$ cat src/sv/go_to_goal_pid_steering_defines.svh
// Assertion macros shared by the go-to-goal steering RTL.
`ifndef GO_TO_GOAL_PID_STEERING_DEFINES_SVH
`define GO_TO_GOAL_PID_STEERING_DEFINES_SVH

`ifndef ASSERT_OFF
`define GTG_ASSERT(lbl, prop) \
  lbl: assert property (@(posedge clk_i) disable iff (!rst_ni) prop) \
    else $error("gtg assertion failed");
`define GTG_NEVER(lbl, expr) \
  lbl: assert property (@(posedge clk_i) disable iff (!rst_ni) !(expr)) \
    else $error("gtg forbidden condition seen");
`else
`define GTG_ASSERT(lbl, prop)
`define GTG_NEVER(lbl, expr)
`endif

`endif

$ cat src/sv/gtg_pkg.sv
// Shared constants, types and the arctangent table of the go-to-goal steering block.
`timescale 1ns / 1ps
package gtg_pkg;

  localparam int CORDIC_STEPS  = 16;
  localparam int POS_FRAC_BITS = 16;
  localparam int GAIN_FRAC     = 16;
  localparam int GUARD_BITS    = 8;

  localparam int COORD_W  = 32;
  localparam int OFFSET_W = COORD_W + 1;
  localparam int HEAD_W   = 16;
  localparam int GAIN_W   = 24;
  localparam int RADIUS_W = 31;
  localparam int DIST_W   = 32;
  localparam int DSUM_W   = 40;
  localparam int HERR_W   = 17;
  localparam int HSUM_W   = 32;

  localparam int CORDIC_W  = OFFSET_W + GUARD_BITS + 3;
  localparam int ANGLE_W   = 34;
  localparam int ITER_W    = $clog2(CORDIC_STEPS);
  localparam int TAB_IDX_W = 5;
  localparam int MAG_W     = CORDIC_W - GUARD_BITS;

  localparam int MULT_A_W    = 28;
  localparam int MULT_B_W    = 48;
  localparam int MAC_CHUNK_W = 16;
  localparam int PROD_W      = 46;
  localparam int ACC_W       = 66;

  localparam logic [MULT_A_W-1:0] INV_K_Q28   = 28'd163008219;
  localparam logic [30:0]         HALF_PI_Q30 = 31'd1686629713;

  localparam int CFG_IDX_W = 3;
  localparam logic [CFG_IDX_W-1:0] CFG_LIN_P  = 3'd0;
  localparam logic [CFG_IDX_W-1:0] CFG_LIN_D  = 3'd1;
  localparam logic [CFG_IDX_W-1:0] CFG_LIN_I  = 3'd2;
  localparam logic [CFG_IDX_W-1:0] CFG_ANG_P  = 3'd3;
  localparam logic [CFG_IDX_W-1:0] CFG_ANG_D  = 3'd4;
  localparam logic [CFG_IDX_W-1:0] CFG_ANG_I  = 3'd5;
  localparam logic [CFG_IDX_W-1:0] CFG_RADIUS = 3'd6;

  localparam logic [GAIN_W-1:0]   RST_LIN_P  = 24'd65536;
  localparam logic [GAIN_W-1:0]   RST_LIN_D  = 24'd655;
  localparam logic [GAIN_W-1:0]   RST_LIN_I  = 24'd0;
  localparam logic [GAIN_W-1:0]   RST_ANG_P  = 24'd262144;
  localparam logic [GAIN_W-1:0]   RST_ANG_D  = 24'd6554;
  localparam logic [GAIN_W-1:0]   RST_ANG_I  = 24'd0;
  localparam logic [RADIUS_W-1:0] RST_RADIUS = 31'd6554;

  typedef struct packed {
    logic                start;
    logic [MULT_A_W-1:0] mult_a;
    logic [MULT_B_W-1:0] mult_b;
    logic [ACC_W-1:0]    acc_init;
  } mac_req_t;

  function automatic logic [29:0] atan_q30(input logic [TAB_IDX_W-1:0] idx);
    logic [29:0] v;
    case (idx)
      5'd0:  v = 30'h3243F6A8;
      5'd1:  v = 30'h1DAC6705;
      5'd2:  v = 30'h0FADBAFC;
      5'd3:  v = 30'h07F56EA6;
      5'd4:  v = 30'h03FEAB76;
      5'd5:  v = 30'h01FFD55B;
      5'd6:  v = 30'h00FFFAAA;
      5'd7:  v = 30'h007FFF55;
      5'd8:  v = 30'h003FFFEA;
      5'd9:  v = 30'h001FFFFD;
      5'd10: v = 30'h000FFFFF;
      5'd11: v = 30'h0007FFFF;
      5'd12: v = 30'h0003FFFF;
      5'd13: v = 30'h0001FFFF;
      5'd14: v = 30'h0000FFFF;
      5'd15: v = 30'h00007FFF;
      5'd16: v = 30'h00003FFF;
      5'd17: v = 30'h00001FFF;
      5'd18: v = 30'h00000FFF;
      5'd19: v = 30'h000007FF;
      5'd20: v = 30'h000003FF;
      5'd21: v = 30'h000001FF;
      5'd22: v = 30'h000000FF;
      5'd23: v = 30'h0000007F;
      5'd24: v = 30'h0000003F;
      5'd25: v = 30'h0000001F;
      5'd26: v = 30'h0000000F;
      5'd27: v = 30'h00000007;
      5'd28: v = 30'h00000003;
      5'd29: v = 30'h00000001;
      default: v = 30'h00000000;
    endcase
    return v;
  endfunction

endpackage

$ cat src/sv/gtg_cordic.sv
// Iterative CORDIC vectoring unit: one micro-rotation per cycle.
`timescale 1ns / 1ps
`include "go_to_goal_pid_steering_defines.svh"
module gtg_cordic
  import gtg_pkg::*;
(
  input  logic                       clk_i,
  input  logic                       rst_ni,
  input  logic                       start_i,
  input  logic [OFFSET_W-1:0]        dx_i,
  input  logic [OFFSET_W-1:0]        dy_i,
  output logic                       done_o,
  output logic signed [CORDIC_W-1:0] x_o,
  output logic signed [ANGLE_W-1:0]  z_o
);

  localparam logic signed [ANGLE_W-1:0] HalfPi = ANGLE_W'(HALF_PI_Q30);

  logic                       running_q, running_d;
  logic                       pre_q, pre_d;
  logic                       done_q, done_d;
  logic [ITER_W-1:0]          iter_q, iter_d;
  logic signed [CORDIC_W-1:0] x_q, x_d, y_q, y_d, xs, ys;
  logic signed [ANGLE_W-1:0]  z_q, z_d, atan_v;

  assign xs     = x_q >>> iter_q;
  assign ys     = y_q >>> iter_q;
  assign atan_v = {4'b0, atan_q30(TAB_IDX_W'(iter_q))};

  always_comb begin
    running_d = running_q;
    pre_d     = pre_q;
    done_d    = 1'b0;
    iter_d    = iter_q;
    x_d       = x_q;
    y_d       = y_q;
    z_d       = z_q;
    if (start_i) begin
      running_d = 1'b1;
      pre_d     = 1'b1;
      iter_d    = '0;
      x_d       = {{3{dx_i[OFFSET_W-1]}}, dx_i, {GUARD_BITS{1'b0}}};
      y_d       = {{3{dy_i[OFFSET_W-1]}}, dy_i, {GUARD_BITS{1'b0}}};
      z_d       = '0;
    end else if (running_q && pre_q) begin
      pre_d = 1'b0;
      if (x_q[CORDIC_W-1]) begin
        if (!y_q[CORDIC_W-1]) begin
          x_d = y_q;
          y_d = -x_q;
          z_d = HalfPi;
        end else begin
          x_d = -y_q;
          y_d = x_q;
          z_d = -HalfPi;
        end
      end
    end else if (running_q) begin
      if (!y_q[CORDIC_W-1]) begin
        x_d = x_q + ys;
        y_d = y_q - xs;
        z_d = z_q + atan_v;
      end else begin
        x_d = x_q - ys;
        y_d = y_q + xs;
        z_d = z_q - atan_v;
      end
      iter_d = iter_q + ITER_W'(1);
      if (iter_q == ITER_W'(CORDIC_STEPS - 1)) begin
        running_d = 1'b0;
        done_d    = 1'b1;
      end
    end
  end

  always_ff @(posedge clk_i or negedge rst_ni) begin
    if (!rst_ni) begin
      running_q <= 1'b0;
      pre_q     <= 1'b0;
      done_q    <= 1'b0;
      iter_q    <= '0;
    end else begin
      running_q <= running_d;
      pre_q     <= pre_d;
      done_q    <= done_d;
      iter_q    <= iter_d;
    end
  end

  always_ff @(posedge clk_i) begin
    x_q <= x_d;
    y_q <= y_d;
    z_q <= z_d;
  end

  assign done_o = done_q;
  assign x_o    = x_q;
  assign z_o    = z_q;

  `GTG_ASSERT(a_cordic_start_idle, start_i |-> !running_q)
  `GTG_NEVER(a_cordic_done_running, done_q && running_q)

endmodule

$ cat src/sv/gtg_mac.sv
// Shared multiply-accumulate unit: one 16-bit slice of the multiplier word per cycle.
`timescale 1ns / 1ps
`include "go_to_goal_pid_steering_defines.svh"
module gtg_mac
  import gtg_pkg::*;
(
  input  logic                    clk_i,
  input  logic                    rst_ni,
  input  mac_req_t                req_i,
  output logic                    done_o,
  output logic signed [ACC_W-1:0] acc_o
);

  logic                     running_q, running_d;
  logic                     done_q, done_d;
  logic [1:0]               step_q, step_d;
  logic [MULT_A_W-1:0]      a_q, a_d;
  logic [MULT_B_W-1:0]      b_q, b_d;
  logic signed [PROD_W-1:0] prod_q, prod_d, a_ext, c_ext;
  logic signed [ACC_W-1:0]  acc_q, acc_d, pp_ext;
  logic [MAC_CHUNK_W:0]     chunk;

  always_comb begin
    case (step_q)
      2'd0:    chunk = {1'b0, b_q[MAC_CHUNK_W-1:0]};
      2'd1:    chunk = {1'b0, b_q[2*MAC_CHUNK_W-1:MAC_CHUNK_W]};
      default: chunk = {b_q[MULT_B_W-1], b_q[MULT_B_W-1:2*MAC_CHUNK_W]};
    endcase
  end

  assign a_ext  = {{(PROD_W - MULT_A_W){1'b0}}, a_q};
  assign c_ext  = {{(PROD_W - MAC_CHUNK_W - 1){chunk[MAC_CHUNK_W]}}, chunk};
  assign pp_ext = {{(ACC_W - PROD_W){prod_q[PROD_W-1]}}, prod_q};

  always_comb begin
    running_d = running_q;
    done_d    = 1'b0;
    step_d    = step_q;
    a_d       = a_q;
    b_d       = b_q;
    prod_d    = prod_q;
    acc_d     = acc_q;
    if (req_i.start) begin
      running_d = 1'b1;
      step_d    = 2'd0;
      a_d       = req_i.mult_a;
      b_d       = req_i.mult_b;
      acc_d     = req_i.acc_init;
    end else if (running_q) begin
      prod_d = a_ext * c_ext;
      step_d = step_q + 2'd1;
      case (step_q)
        2'd1:    acc_d = acc_q + pp_ext;
        2'd2:    acc_d = acc_q + (pp_ext <<< MAC_CHUNK_W);
        2'd3:    acc_d = acc_q + (pp_ext <<< (2 * MAC_CHUNK_W));
        default: acc_d = acc_q;
      endcase
      if (step_q == 2'd3) begin
        running_d = 1'b0;
        done_d    = 1'b1;
      end
    end
  end

  always_ff @(posedge clk_i or negedge rst_ni) begin
    if (!rst_ni) begin
      running_q <= 1'b0;
      done_q    <= 1'b0;
      step_q    <= 2'd0;
    end else begin
      running_q <= running_d;
      done_q    <= done_d;
      step_q    <= step_d;
    end
  end

  always_ff @(posedge clk_i) begin
    a_q    <= a_d;
    b_q    <= b_d;
    prod_q <= prod_d;
    acc_q  <= acc_d;
  end

  assign done_o = done_q;
  assign acc_o  = acc_q;

  `GTG_ASSERT(a_mac_start_idle, req_i.start |-> !running_q)
  `GTG_NEVER(a_mac_done_running, done_q && running_q)

endmodule

$ cat src/sv/go_to_goal_pid_steering.sv
// Top level of the go-to-goal PID steering block: sequencer, PID state and stream ports.
// One input word (goal and pose) gives one output word (linear speed, turn rate,
// not-arrived flag). The CORDIC vectoring loop takes one micro-rotation per cycle,
// then seven products (magnitude scaling and six PID terms) pass through one
// shared 29x17 multiplier in turn. s_axis_tready_o is high only between items; a
// finished word waits in the output register while the next item is taken. Gains
// and the arrival radius are to be written through the cfg port only while the
// block is idle; the block itself does not enforce this.
`timescale 1ns / 1ps
`include "go_to_goal_pid_steering_defines.svh"
module go_to_goal_pid_steering
  import gtg_pkg::*;
(
  input  logic                 clk_i,
  input  logic                 rst_ni,
  input  logic                 s_axis_tvalid_i,
  output logic                 s_axis_tready_o,
  // target_x, target_y, pose_x, pose_y, pose_heading
  input  logic [143:0]         s_axis_tdata_i,
  output logic                 m_axis_tvalid_o,
  input  logic                 m_axis_tready_i,
  // linear_speed, turn_rate
  output logic [63:0]          m_axis_tdata_o,
  // not_arrived
  output logic                 m_axis_tuser_o,
  input  logic                 cfg_we_i,
  input  logic [CFG_IDX_W-1:0] cfg_idx_i,
  input  logic [RADIUS_W-1:0]  cfg_data_i
);

  localparam int TERM_W    = 52;
  localparam int MAG_SHIFT = 28;
  localparam int ANG_SHIFT = 29 - POS_FRAC_BITS;
  localparam logic [ACC_W-1:0] MagHalf = ACC_W'(1) << (MAG_SHIFT - 1);
  localparam logic [ACC_W-1:0] LinHalf = ACC_W'(1) << (GAIN_FRAC - 1);
  localparam logic [ACC_W-1:0] AngHalf = ACC_W'(1) << (ANG_SHIFT - 1);

  localparam logic [2:0] S_IDLE   = 3'd0;
  localparam logic [2:0] S_CORDIC = 3'd1;
  localparam logic [2:0] S_MAG    = 3'd2;
  localparam logic [2:0] S_UPD    = 3'd3;
  localparam logic [2:0] S_LAUNCH = 3'd4;
  localparam logic [2:0] S_WAIT   = 3'd5;
  localparam logic [2:0] S_FIN    = 3'd6;

  localparam logic [2:0] OP_MAG = 3'd0;
  localparam logic [2:0] OP_LP  = 3'd1;
  localparam logic [2:0] OP_LD  = 3'd2;
  localparam logic [2:0] OP_LI  = 3'd3;
  localparam logic [2:0] OP_AP  = 3'd4;
  localparam logic [2:0] OP_AD  = 3'd5;
  localparam logic [2:0] OP_AI  = 3'd6;

  function automatic logic [31:0] sat32(input logic signed [TERM_W-1:0] v);
    logic [31:0] r;
    if (v[TERM_W-1:31] == {(TERM_W - 31){v[TERM_W-1]}}) begin
      r = v[31:0];
    end else if (v[TERM_W-1]) begin
      r = 32'h8000_0000;
    end else begin
      r = 32'h7FFF_FFFF;
    end
    return r;
  endfunction

  logic [2:0]          state_q, state_d;
  logic [2:0]          op_q, op_d, op_sel;
  logic                out_valid_q, out_valid_d;

  logic [GAIN_W-1:0]   lin_p_q, lin_p_d, lin_d_q, lin_d_d, lin_i_q, lin_i_d;
  logic [GAIN_W-1:0]   ang_p_q, ang_p_d, ang_d_q, ang_d_d, ang_i_q, ang_i_d;
  logic [RADIUS_W-1:0] radius_q, radius_d;

  logic [DIST_W-1:0]        last_dist_q, last_dist_d;
  logic [DSUM_W-1:0]        dsum_q, dsum_d;
  logic signed [HERR_W-1:0] last_herr_q, last_herr_d;
  logic signed [HSUM_W-1:0] hsum_q, hsum_d;

  logic signed [HEAD_W-1:0]   heading_q, heading_d;
  logic [DIST_W-1:0]          dist_q, dist_d;
  logic signed [HERR_W-1:0]   herr_q, herr_d;
  logic signed [DIST_W:0]     ddist_q, ddist_d;
  logic signed [HERR_W:0]     dherr_q, dherr_d;
  logic signed [TERM_W-1:0]   lin_q, lin_d, ang_q, ang_d;
  logic [31:0]                lin_out_q, lin_out_d, ang_out_q, ang_out_d;
  logic                       arr_q, arr_d;

  logic                       in_accept;
  logic [OFFSET_W-1:0]        dx, dy;
  logic                       cordic_done;
  logic signed [CORDIC_W-1:0] cordic_x;
  logic signed [ANGLE_W-1:0]  cordic_z, z_rnd;
  logic signed [HERR_W-1:0]   bearing;
  logic signed [HERR_W:0]     herr_full;
  logic [MAG_W-1:0]           mag_m;
  logic [DSUM_W:0]            dsum_full;
  logic signed [HSUM_W:0]     hsum_full;
  logic                       mac_done;
  logic signed [ACC_W-1:0]    mac_acc, acc_lin_sh, acc_ang_sh;
  logic signed [TERM_W-1:0]   term;
  mac_req_t                   mac_req;

  assign s_axis_tready_o = (state_q == S_IDLE);
  assign in_accept       = s_axis_tvalid_i && s_axis_tready_o;

  assign dx = {s_axis_tdata_i[31], s_axis_tdata_i[31:0]}
            - {s_axis_tdata_i[95], s_axis_tdata_i[95:64]};
  assign dy = {s_axis_tdata_i[63], s_axis_tdata_i[63:32]}
            - {s_axis_tdata_i[127], s_axis_tdata_i[127:96]};

  gtg_cordic u_cordic (
    .clk_i   (clk_i),
    .rst_ni  (rst_ni),
    .start_i (in_accept),
    .dx_i    (dx),
    .dy_i    (dy),
    .done_o  (cordic_done),
    .x_o     (cordic_x),
    .z_o     (cordic_z)
  );

  gtg_mac u_mac (
    .clk_i  (clk_i),
    .rst_ni (rst_ni),
    .req_i  (mac_req),
    .done_o (mac_done),
    .acc_o  (mac_acc)
  );

  assign mag_m     = cordic_x[CORDIC_W-1] ? '0 : cordic_x[CORDIC_W-1:GUARD_BITS];
  assign z_rnd     = cordic_z + (ANGLE_W'(1) <<< 16);
  assign bearing   = z_rnd[ANGLE_W-1:17];
  assign herr_full = {bearing[HERR_W-1], bearing}
                   - {{(HERR_W + 1 - HEAD_W){heading_q[HEAD_W-1]}}, heading_q};

  assign dsum_full = {1'b0, dsum_q} + (DSUM_W + 1)'(dist_q);
  assign hsum_full = {hsum_q[HSUM_W-1], hsum_q}
                   + {{(HSUM_W + 1 - HERR_W){herr_q[HERR_W-1]}}, herr_q};

  assign acc_lin_sh = mac_acc >>> GAIN_FRAC;
  assign acc_ang_sh = mac_acc >>> ANG_SHIFT;
  assign term = (op_q <= OP_LI) ? acc_lin_sh[TERM_W-1:0] : acc_ang_sh[TERM_W-1:0];

  always_comb begin
    if (state_q == S_CORDIC) begin
      op_sel = OP_MAG;
    end else if (state_q == S_LAUNCH) begin
      op_sel = op_q;
    end else begin
      op_sel = op_q + 3'd1;
    end
  end

  always_comb begin
    mac_req.start = (state_q == S_CORDIC && cordic_done) || (state_q == S_LAUNCH)
                  || (state_q == S_WAIT && mac_done && op_q != OP_AI);
    case (op_sel)
      OP_MAG: begin
        mac_req.mult_a   = INV_K_Q28;
        mac_req.mult_b   = MULT_B_W'(mag_m);
        mac_req.acc_init = MagHalf;
      end
      OP_LP: begin
        mac_req.mult_a   = MULT_A_W'(lin_p_q);
        mac_req.mult_b   = MULT_B_W'(dist_q);
        mac_req.acc_init = LinHalf;
      end
      OP_LD: begin
        mac_req.mult_a   = MULT_A_W'(lin_d_q);
        mac_req.mult_b   = {{(MULT_B_W - DIST_W - 1){ddist_q[DIST_W]}}, ddist_q};
        mac_req.acc_init = LinHalf;
      end
      OP_LI: begin
        mac_req.mult_a   = MULT_A_W'(lin_i_q);
        mac_req.mult_b   = MULT_B_W'(dsum_q);
        mac_req.acc_init = LinHalf;
      end
      OP_AP: begin
        mac_req.mult_a   = MULT_A_W'(ang_p_q);
        mac_req.mult_b   = {{(MULT_B_W - HERR_W){herr_q[HERR_W-1]}}, herr_q};
        mac_req.acc_init = AngHalf;
      end
      OP_AD: begin
        mac_req.mult_a   = MULT_A_W'(ang_d_q);
        mac_req.mult_b   = {{(MULT_B_W - HERR_W - 1){dherr_q[HERR_W]}}, dherr_q};
        mac_req.acc_init = AngHalf;
      end
      default: begin
        mac_req.mult_a   = MULT_A_W'(ang_i_q);
        mac_req.mult_b   = {{(MULT_B_W - HSUM_W){hsum_q[HSUM_W-1]}}, hsum_q};
        mac_req.acc_init = AngHalf;
      end
    endcase
  end

  always_comb begin
    lin_p_d  = lin_p_q;
    lin_d_d  = lin_d_q;
    lin_i_d  = lin_i_q;
    ang_p_d  = ang_p_q;
    ang_d_d  = ang_d_q;
    ang_i_d  = ang_i_q;
    radius_d = radius_q;
    if (cfg_we_i) begin
      case (cfg_idx_i)
        CFG_LIN_P:  lin_p_d  = cfg_data_i[GAIN_W-1:0];
        CFG_LIN_D:  lin_d_d  = cfg_data_i[GAIN_W-1:0];
        CFG_LIN_I:  lin_i_d  = cfg_data_i[GAIN_W-1:0];
        CFG_ANG_P:  ang_p_d  = cfg_data_i[GAIN_W-1:0];
        CFG_ANG_D:  ang_d_d  = cfg_data_i[GAIN_W-1:0];
        CFG_ANG_I:  ang_i_d  = cfg_data_i[GAIN_W-1:0];
        CFG_RADIUS: radius_d = cfg_data_i;
        default:    radius_d = radius_q;
      endcase
    end
  end

  always_comb begin
    state_d     = state_q;
    op_d        = op_q;
    out_valid_d = out_valid_q;
    last_dist_d = last_dist_q;
    dsum_d      = dsum_q;
    last_herr_d = last_herr_q;
    hsum_d      = hsum_q;
    heading_d   = heading_q;
    dist_d      = dist_q;
    herr_d      = herr_q;
    ddist_d     = ddist_q;
    dherr_d     = dherr_q;
    lin_d       = lin_q;
    ang_d       = ang_q;
    lin_out_d   = lin_out_q;
    ang_out_d   = ang_out_q;
    arr_d       = arr_q;

    if (out_valid_q && m_axis_tready_i) begin
      out_valid_d = 1'b0;
    end

    case (state_q)
      S_IDLE: begin
        if (in_accept) begin
          heading_d = s_axis_tdata_i[143:128];
          state_d   = S_CORDIC;
        end
      end
      S_CORDIC: begin
        if (cordic_done) begin
          state_d = S_MAG;
        end
      end
      S_MAG: begin
        if (mac_done) begin
          if (|mac_acc[ACC_W-1:MAG_SHIFT+DIST_W]) begin
            dist_d = '1;
          end else begin
            dist_d = mac_acc[MAG_SHIFT+DIST_W-1:MAG_SHIFT];
          end
          herr_d  = herr_full[HERR_W-1:0];
          state_d = S_UPD;
        end
      end
      S_UPD: begin
        ddist_d     = $signed({1'b0, dist_q}) - $signed({1'b0, last_dist_q});
        last_dist_d = dist_q;
        dsum_d      = dsum_full[DSUM_W] ? '1 : dsum_full[DSUM_W-1:0];
        dherr_d     = {herr_q[HERR_W-1], herr_q} - {last_herr_q[HERR_W-1], last_herr_q};
        last_herr_d = herr_q;
        if (hsum_full[HSUM_W] != hsum_full[HSUM_W-1]) begin
          hsum_d = hsum_full[HSUM_W] ? {1'b1, {(HSUM_W - 1){1'b0}}}
                                     : {1'b0, {(HSUM_W - 1){1'b1}}};
        end else begin
          hsum_d = hsum_full[HSUM_W-1:0];
        end
        lin_d   = '0;
        ang_d   = '0;
        op_d    = OP_LP;
        state_d = S_LAUNCH;
      end
      S_LAUNCH: begin
        state_d = S_WAIT;
      end
      S_WAIT: begin
        if (mac_done) begin
          if (op_q <= OP_LI) begin
            lin_d = lin_q + term;
          end else begin
            ang_d = ang_q + term;
          end
          if (op_q == OP_AI) begin
            state_d = S_FIN;
          end else begin
            op_d = op_q + 3'd1;
          end
        end
      end
      S_FIN: begin
        if (!out_valid_q || m_axis_tready_i) begin
          lin_out_d   = sat32(lin_q);
          ang_out_d   = sat32(ang_q);
          arr_d       = (dist_q >= {1'b0, radius_q});
          out_valid_d = 1'b1;
          state_d     = S_IDLE;
        end
      end
      default: begin
        state_d = S_IDLE;
      end
    endcase
  end

  always_ff @(posedge clk_i or negedge rst_ni) begin
    if (!rst_ni) begin
      state_q     <= S_IDLE;
      out_valid_q <= 1'b0;
      lin_p_q     <= RST_LIN_P;
      lin_d_q     <= RST_LIN_D;
      lin_i_q     <= RST_LIN_I;
      ang_p_q     <= RST_ANG_P;
      ang_d_q     <= RST_ANG_D;
      ang_i_q     <= RST_ANG_I;
      radius_q    <= RST_RADIUS;
      last_dist_q <= '0;
      dsum_q      <= '0;
      last_herr_q <= '0;
      hsum_q      <= '0;
    end else begin
      state_q     <= state_d;
      out_valid_q <= out_valid_d;
      lin_p_q     <= lin_p_d;
      lin_d_q     <= lin_d_d;
      lin_i_q     <= lin_i_d;
      ang_p_q     <= ang_p_d;
      ang_d_q     <= ang_d_d;
      ang_i_q     <= ang_i_d;
      radius_q    <= radius_d;
      last_dist_q <= last_dist_d;
      dsum_q      <= dsum_d;
      last_herr_q <= last_herr_d;
      hsum_q      <= hsum_d;
    end
  end

  always_ff @(posedge clk_i) begin
    op_q      <= op_d;
    heading_q <= heading_d;
    dist_q    <= dist_d;
    herr_q    <= herr_d;
    ddist_q   <= ddist_d;
    dherr_q   <= dherr_d;
    lin_q     <= lin_d;
    ang_q     <= ang_d;
    lin_out_q <= lin_out_d;
    ang_out_q <= ang_out_d;
    arr_q     <= arr_d;
  end

  assign m_axis_tvalid_o = out_valid_q;
  assign m_axis_tdata_o  = {ang_out_q, lin_out_q};
  assign m_axis_tuser_o  = arr_q;

  `GTG_ASSERT(a_busy_after_accept, in_accept |=> !s_axis_tready_o)
  `GTG_ASSERT(a_cordic_done_state, cordic_done |-> state_q == S_CORDIC)
  `GTG_ASSERT(a_mac_done_state, mac_done |-> (state_q == S_MAG || state_q == S_WAIT))

endmodule
$ cat config.mk
export PLATFORM = sky130hd
export DESIGN_NAME = go_to_goal_pid_steering
export DESIGN_NICKNAME = d
export VERILOG_FILES = /design/src/sv/gtg_pkg.sv /design/src/sv/gtg_cordic.sv /design/src/sv/gtg_mac.sv /design/src/sv/go_to_goal_pid_steering.sv
export VERILOG_INCLUDE_DIRS = /design/src /design/src/sv
export SDC_FILE = /design/constraint.sdc
export NUM_CORES = 2
export LEC_CHECK = 0
export BUFFER_PORTS_ARGS = -buffer_cell sky130_fd_sc_hd__buf_2
export CAP_MARGIN = 20
export CELL_PAD_IN_SITES_DETAIL_PLACEMENT = 1
export CELL_PAD_IN_SITES_GLOBAL_PLACEMENT = 2
export CORE_ASPECT_RATIO = 2
export CORE_MARGIN = 2
export CORE_UTILIZATION = 41
export CTS_CLUSTER_DIAMETER = 40
export CTS_CLUSTER_SIZE = 25
export DETAILED_ROUTE_END_ITERATION = 8
export GPL_ROUTABILITY_DRIVEN = 0
export GPL_TIMING_DRIVEN = 0
export PLACE_DENSITY_LB_ADDON = 0.12
export SKIP_LAST_GASP = 1
export SLEW_MARGIN = 25
export SYNTH_ARGS = -nofsm -noshare
export SYNTH_HDL_FRONTEND = slang
export SYNTH_SLANG_ARGS = --single-unit
$ cat constraint.sdc
create_clock -name clk_i -period 9.2 [get_ports clk_i]
set_input_delay 2.76 -clock clk_i [delete_from_list [all_inputs] [get_ports clk_i]]
set_output_delay 2.76 -clock clk_i [all_outputs]
set_load 0.01 [all_outputs]
# Word-level counts from Yosys, hierarchy flattened

Memory sizes are Yosys's and may differ from the RTL's.
Index checks and enable logic that the tools add are counted.
W data, S select, Z words.

Register bits: 909
Bits in read-only memories: 480
Input bits: 183
Output and inout port bits: 67
Logic and storage cells: 224
Memories kept: 1

$add $sub $neg: 24
$mul: 1
Order comparisons: 2
Eq/ne operators: 38
Shift operators: 2
Multiplexer cells: 73
Bitwise gates (word level): 1
Reduce and logical (&&, ||, !) cells: 41

Memory list:

| memory          | words | bits a word | rd ports | clocked after Yosys merged registers in | write ports | RTL line      | text |
|---|---|---|---|---|---|---|---|
| (no name shown) | 16    | 30          | 1        | 0                                       | 0           | gtg_pkg.sv:61 | `case (idx)` |

Operators by type and width:

| operator                 | number |
|---|---|
| $pmux W142 S6            | 1 |
| $mux W44                 | 12 |
| $mux W52                 | 5 |
| $pmux W52 S2             | 2 |
| $pmux W66 S3             | 1 |
| $mux W32                 | 6 |
| $mux W34                 | 5 |
| $mux W66                 | 2 |
| $add A52 B52 Y52         | 2 |
| $sub A32 B32 Y33         | 3 |
| $add A44 B44 Y44         | 2 |
| $neg A44 Y44             | 2 |
| $sshr A44 B4 Y44         | 2 |
| $sub A44 B44 Y44         | 2 |
| $add A66 B46 Y66         | 1 |
| $add A66 B62 Y66         | 1 |
| $add A66 B66 Y66         | 1 |
| $mul A29 B17 Y46         | 1 |
| $add A40 B32 Y41         | 1 |
| $eq A20 B20 Y1           | 2 |
| $mux W40                 | 1 |
| $mux W35                 | 1 |
| $add A34 B18 Y34 const B | 1 |
| $add A34 B31 Y34         | 1 |
| other kinds (40)         | 124 |

# Depth between registers and ports, before layout

Depth after elaboration: 6
Gate-level depth with buffers: 33
Mapped depth without buffers: 31

# Hierarchy

A second synthesis with hierarchy kept.

Cells, all modules: 10776
Area, all modules: 95172.5 um2

Modules (own cells, without submodules):

| module                  | instances | cells an instance | area an instance (um2) | seq. area each (um2) |
|---|---|---|---|---|
| go_to_goal_pid_steering | 1         | 4421              | 41424.7                | 16183.0 |
| gtg_mac                 | 1         | 3480              | 31312.5                | 5745.5 |
| gtg_cordic              | 1         | 2875              | 22435.3                | 3338.2 |

# Worst setup path before layout

OpenSTA, ideal clock, no wires.

Path type: flip-flop to flip-flop
From: reg u_mac.step_q[1]
To: reg u_mac.prod_q[45] (data pin)
Data arrival time: 7.655 ns
Data required time: 8.935 ns
Slack: 1.280 ns
Stages on the path, launching flop included: 31
Path buffers: 3
Period minus slack after synthesis: 7.920 ns
Cells stage by stage: dfrtp_1 > inv_1 > ha_1 > clkbuf_1 > clkbuf_1 > a221oi_1 > nor2_1 > clkbuf_1 > nand2_1 > fa_1 > inv_1 > fa_1 > fa_1 > fa_1 > fa_1 > inv_1 > fa_1 > inv_1 > ha_1 > a21o_1 > a21oi_1 > o21bai_1 > a31oi_1 > o311ai_0 > o211ai_1 > nor4_1 > o31ai_1 > nand2_1 > a311o_1 > a221oi_1 > xnor2_1

Cells in the longest elaborated chain, start to end: 3
Elaborated cells between the ends (all ways): 4
Those cells by class: mul (1); eq/ne (1); mux (1); reduce/logical (1)

RTL lines:

| element                                                 | RTL line      | text |
|---|---|---|
| start, declared                                         | gtg_mac.sv:16 | `logic [1:0] step_q, step_d;` |
| start signal, assigned                                  | gtg_mac.sv:73 | `step_q <= step_d;` |
| $eq A2 B1 Y1 / $logic_not A2 Y1 (equally long branches) | gtg_mac.sv:24 | `case (step_q)` |
| $pmux W17 S2 (*)                                        | gtg_mac.sv:24 |  |
| $mul A29 B17 Y46 (*)                                    | gtg_mac.sv:50 | `prod_d = a_ext * c_ext;` |
| end signal, assigned                                    | gtg_mac.sv:80 | `prod_q <= prod_d;` |
| end, declared                                           | gtg_mac.sv:19 | `logic signed [PROD_W-1:0] prod_q, prod_d, a_ext, c_ext;` |

Every way passes the cells marked *; elsewhere a longest branch is shown, timed or not.
A chain may end at the register's enable or synchronous reset.

# Final worst setup path

From: reg u_cordic.iter_q[3]
To: reg u_cordic.y_q[39] (data pin)

Cells in the longest elaborated chain, start to end: 6
Elaborated cells between the ends (all ways): 7
Those cells by class: add/sub (2); shift (1); mux (4)

RTL lines:

| element                                                     | RTL line                           | text |
|---|---|---|
| start, declared                                             | gtg_cordic.sv:22                   | `logic [ITER_W-1:0] iter_q, iter_d;` |
| start signal, assigned                                      | gtg_cordic.sv:86                   | `iter_q <= iter_d;` |
| $sshr A44 B4 Y44 (*)                                        | gtg_cordic.sv:26                   | `assign xs = x_q >>> iter_q;` |
| $sub A44 B44 Y44 / $add A44 B44 Y44 (equally long branches) | gtg_cordic.sv:61, gtg_cordic.sv:65 |  |
| $mux W44 (*)                                                | gtg_cordic.sv:59                   | `if (!y_q[CORDIC_W-1]) begin` |
| $mux W44 (*)                                                | gtg_cordic.sv:58                   | `end else if (running_q) begin` |
| $mux W44 (*)                                                | gtg_cordic.sv:45                   | `end else if (running_q && pre_q) begin` |
| $mux W44 (*)                                                | gtg_cordic.sv:38                   | `if (start_i) begin` |
| net u_cordic.y_d[39]                                        | gtg_cordic.sv:23                   | `logic signed [CORDIC_W-1:0] x_q, x_d, y_q, y_d, xs, ys;` |
| end signal, assigned                                        | gtg_cordic.sv:92                   | `y_q <= y_d;` |
| end, declared                                               | gtg_cordic.sv:23                   |  |

Mark *: on every way through the listed nets, which the timed path passes. The rest lies on a longest branch. The select of a mux whose other input is x is not followed.

==> impl_metrics.csv <==
group,metric,value,unit
run_status,status,"finished, final reports clean",
clock_network,path_clk_slew,0.07,ns
floorplan,io_pins,250,
drt,wirelength,461.1,mm
drt,first_pass_iters,7,
clock_network,clock_path_buffers,3,
synthesis,yosysTopAreaCell,"edfxtp_1",
cells_and_area,drive_gt1_share,11.72,%
sta,min_period_over_period,99.32,%
drt,drcViolationCount,0,
placement,dpl.hpwl,362.0,mm
global_routing,top_usage_layer,"met2",
clock_network,clockRootBuffer,"clkbuf_16",
global_routing,grt_pass1_vias,92510,
floorplan,dieArea,223600,µm²
placement,io_buffers,247,
sta,hold_viol_final,0,
global_routing,grt_pass1_wl,659.8,mm
drt,drt_iter0_drc,6140,
clock_network,postCtsHoldBufs,0,
synthesis,ys_warn_count,0,
global_routing,grtUsageMet1,34.91,%
cells_and_area,num-fill-cells,25390,
drt,drtAntennaViolNets,0,
synthesis,synth_cell_types,107,
hold_path,holdCritPathClass,"reg2reg",
floorplan,core-area,218600,µm²
drt,wl_per_cell,34.06,µm
synthesis,syn_nets,11420,
sta,whs,0.4428,ns
drt,via_per_inst,6.417,
synthesis,syn_area,90050,µm²
sta,setup_viol,0,
clock_network,clk-insertion-delay-late,0.84,ns
clock_network,cts_buffers,118,
synthesis,ys_top_cells_by_area,"edfxtp_1 18%, ha_1 11%, fa_1 8.3%",
sta,tightest_slew,1.268,ns
global_routing,grt_max_degree,90,
placement,placed_cell_area,95650,µm²
synthesis,syn_avg_cell_area,8.919,µm²
setup_path,start_kind,"flop",
flow_run,maxCapViolations,0,
global_routing,overflow,0,
synthesis,synthArstFlopShare,34.59,%
synthesis,synthFlopType,"edfxtp_1",
setup_path,critical-path-slowest-cell,"buf_2",
synthesis,synth-seq-cells,899,
global_routing,met3_usage,13.65,%
clock_network,htree_levels,3,
setup_path,end_kind,"flop",
floorplan,start_util,41.19,%
cells_and_area,fin_cells,13540,
floorplan,die_y,666.8,µm
synthesis,yosysTopAreaCellShare,17.94,%
setup_path,worstSetupPathType,"reg2reg",
global_routing,grtUsageTotal,41.64,%
cells_and_area,area_delta_synth_final,12.46,%
setup_path,arrival,9.65,ns
sta,relSlewSlack,15.47,%
sta,period_minus_slack,9.138,ns
setup_path,cpPeakStageDelay,0.60,ns
cells_and_area,final_common_cell,"nand2_1",
global_routing,met2_usage,70.59,%
clock_network,tritoncts,"built",
sta,max_freq,0.1094,GHz
synthesis,synth_edf_count,538,
global_routing,antenna_found_initial,84,
synthesis,seq_area_frac_synth,27.73,%
floorplan,dieWidth,335.4,µm
clock_network,cts_sinks,899,
drt,vias,86880,
floorplan,num_rows,243,
setup_path,worstPathRequired,9.71,ns
cells_and_area,layout_common_cells,"990 x nand2_1, 844 x a21oi_1, 771 x inv_1",
sta,slew_viol_final,0,
cells_and_area,design_area,101300,µm²
sta,finClkSkew,0.09358,ns
synthesis,synth_cells,10100,
setup_path,path_max_fanout,19,
placement,placed_cells,13190,
cells_and_area,nets,11860,
what timing repair did:
| item | in CTS | in global routing |
|---|---|---|
| resized for setup | 85 | 53 |
| pin swaps | 6 | 9 |
| setup endpoints to repair | 102 | 52 |
| setup buffers | 10 | 16 |
cells by family after synthesis:
family	count (synthesis)	share of synthesized area (%)
xor gates and xnor gates	693	6.756
DFF	899	27.73
buffers and inverters	1271	5.444
adders and majority gates	1159	19.15
muxes	430	6.371
and+or+nand+nor	2884	15.03
AOI/OAI and AO/OA	2760	19.53
worst max-delay path: cells and delay by family (launching register included):
kind,cells,cell delay [ns]
AOI/OAI and AO/OA,11,3.39
buffers and inverters,6,2.31
and+or+nand+nor,6,0.96
xor gates and xnor gates,2,0.66
DFF,1,0.59
adders and majority gates,2,0.57
muxes,1,0.26
per-stage QoR:
stage	worst slack [ns]	utilization, %	TNS, ns
after floorplan	1.280	-	0
after global placement	-2.360	43.37	-457.83
after detailed placement	-2.434	43.76	-97.56
after CTS	0.02711	45.88	0
after global routing	-0.04550	46.27	-0.06229
final	0.06240	46.33	0
registers in the layout, summed over array words and instances, names as in the netlist, 18 cells and up:
register	flops
u_mac.acc_o	66
ang_q	52
lin_q	52
u_mac.prod_q	46
u_cordic.x_o	44
u_cordic.y_q	44
u_mac.b_q	41
dsum_q	40
u_cordic.z_o	34
ddist_q	33
ang_out_q	32
dist_q	32
hsum_q	32
last_dist_q	32
lin_out_q	32
radius_q	31
u_mac.a_q	25
ang_d_q	24
ang_i_q	24
ang_p_q	24
lin_d_q	24
lin_i_q	24
lin_p_q	24
dherr_q	18
metal layers:
metal / vias to the layer above / routed length [µm]
met3: 2567 / 31860
met1: 43220 / 132600
met4: 20 / 68470
met2: 4119 / 227800
li1: 36960 / -
met5: - / 251
layout make-up:
type                       instances  area [µm²]  share of cell area (%)
clock buffer                     126        2983                   2.945
tap                             2817        3525                   3.480
clock inverter                    99        1359                   1.342
multi-input combinational       7926       60720                   59.96
sequential                       899       24970                   24.66
antenna                           79       197.7                  0.1952
buffer                           479        2132                   2.105
inverter                         780        2937                   2.900
timing repair buffer             333        2447                   2.417
path summary, 6_finish.rpt:
| kind | startpoint | end | slack [ns] | depth (start not counted) |
|---|---|---|---|---|
| setup / recovery | u_cordic.iter_q[3]$_DFFE_PN0P_ | u_cordic.y_q[39]$_DFFE_PP_ | 0.06 | 28 |
| hold / removal | u_cordic.z_o[12]$_SDFFE_PP0P_ | u_cordic.z_o[12]$_SDFFE_PP0P_ | 0.44 | 2 |
| setup reg to reg | u_cordic.iter_q[3]$_DFFE_PN0P_ | u_cordic.y_q[39]$_DFFE_PP_ | 0.06 | 28 |
| hold reg to reg | u_cordic.z_o[12]$_SDFFE_PP0P_ | u_cordic.z_o[12]$_SDFFE_PP0P_ | 0.44 | 2 |
| max in group asynchronous | rst_ni | m_axis_tvalid_o$_DFF_PN0_ | 5.79 | 4 |
| min in group asynchronous | rst_ni | ang_i_q[11]$_DFFE_PN0P_ | 1.75 | 1 |
Yosys cell counts, types with 95 or more instances:
| cell | number |
|---|---|
| edfxtp_1 | 538 |
| nor2b_1 | 145 |
| nand2b_1 | 99 |
| ha_1 | 764 |
| xor2_1 | 265 |
| o21ai_0 | 585 |
| inv_1 | 773 |
| clkbuf_1 | 411 |
| a21o_1 | 337 |
| mux2_2 | 255 |
| o21a_1 | 102 |
| a21oi_1 | 856 |
| fa_1 | 373 |
| a211oi_1 | 95 |
| xnor2_1 | 427 |
| dfrtp_1 | 289 |
| nor3_1 | 149 |
| nand2_1 | 996 |
| nand3_1 | 166 |
| nor2_1 | 736 |
| and2_1 | 194 |
Power is left out: the tool's default activity adds up to more than one toggle a clock period on the data nets, which glitch-free logic cannot reach.
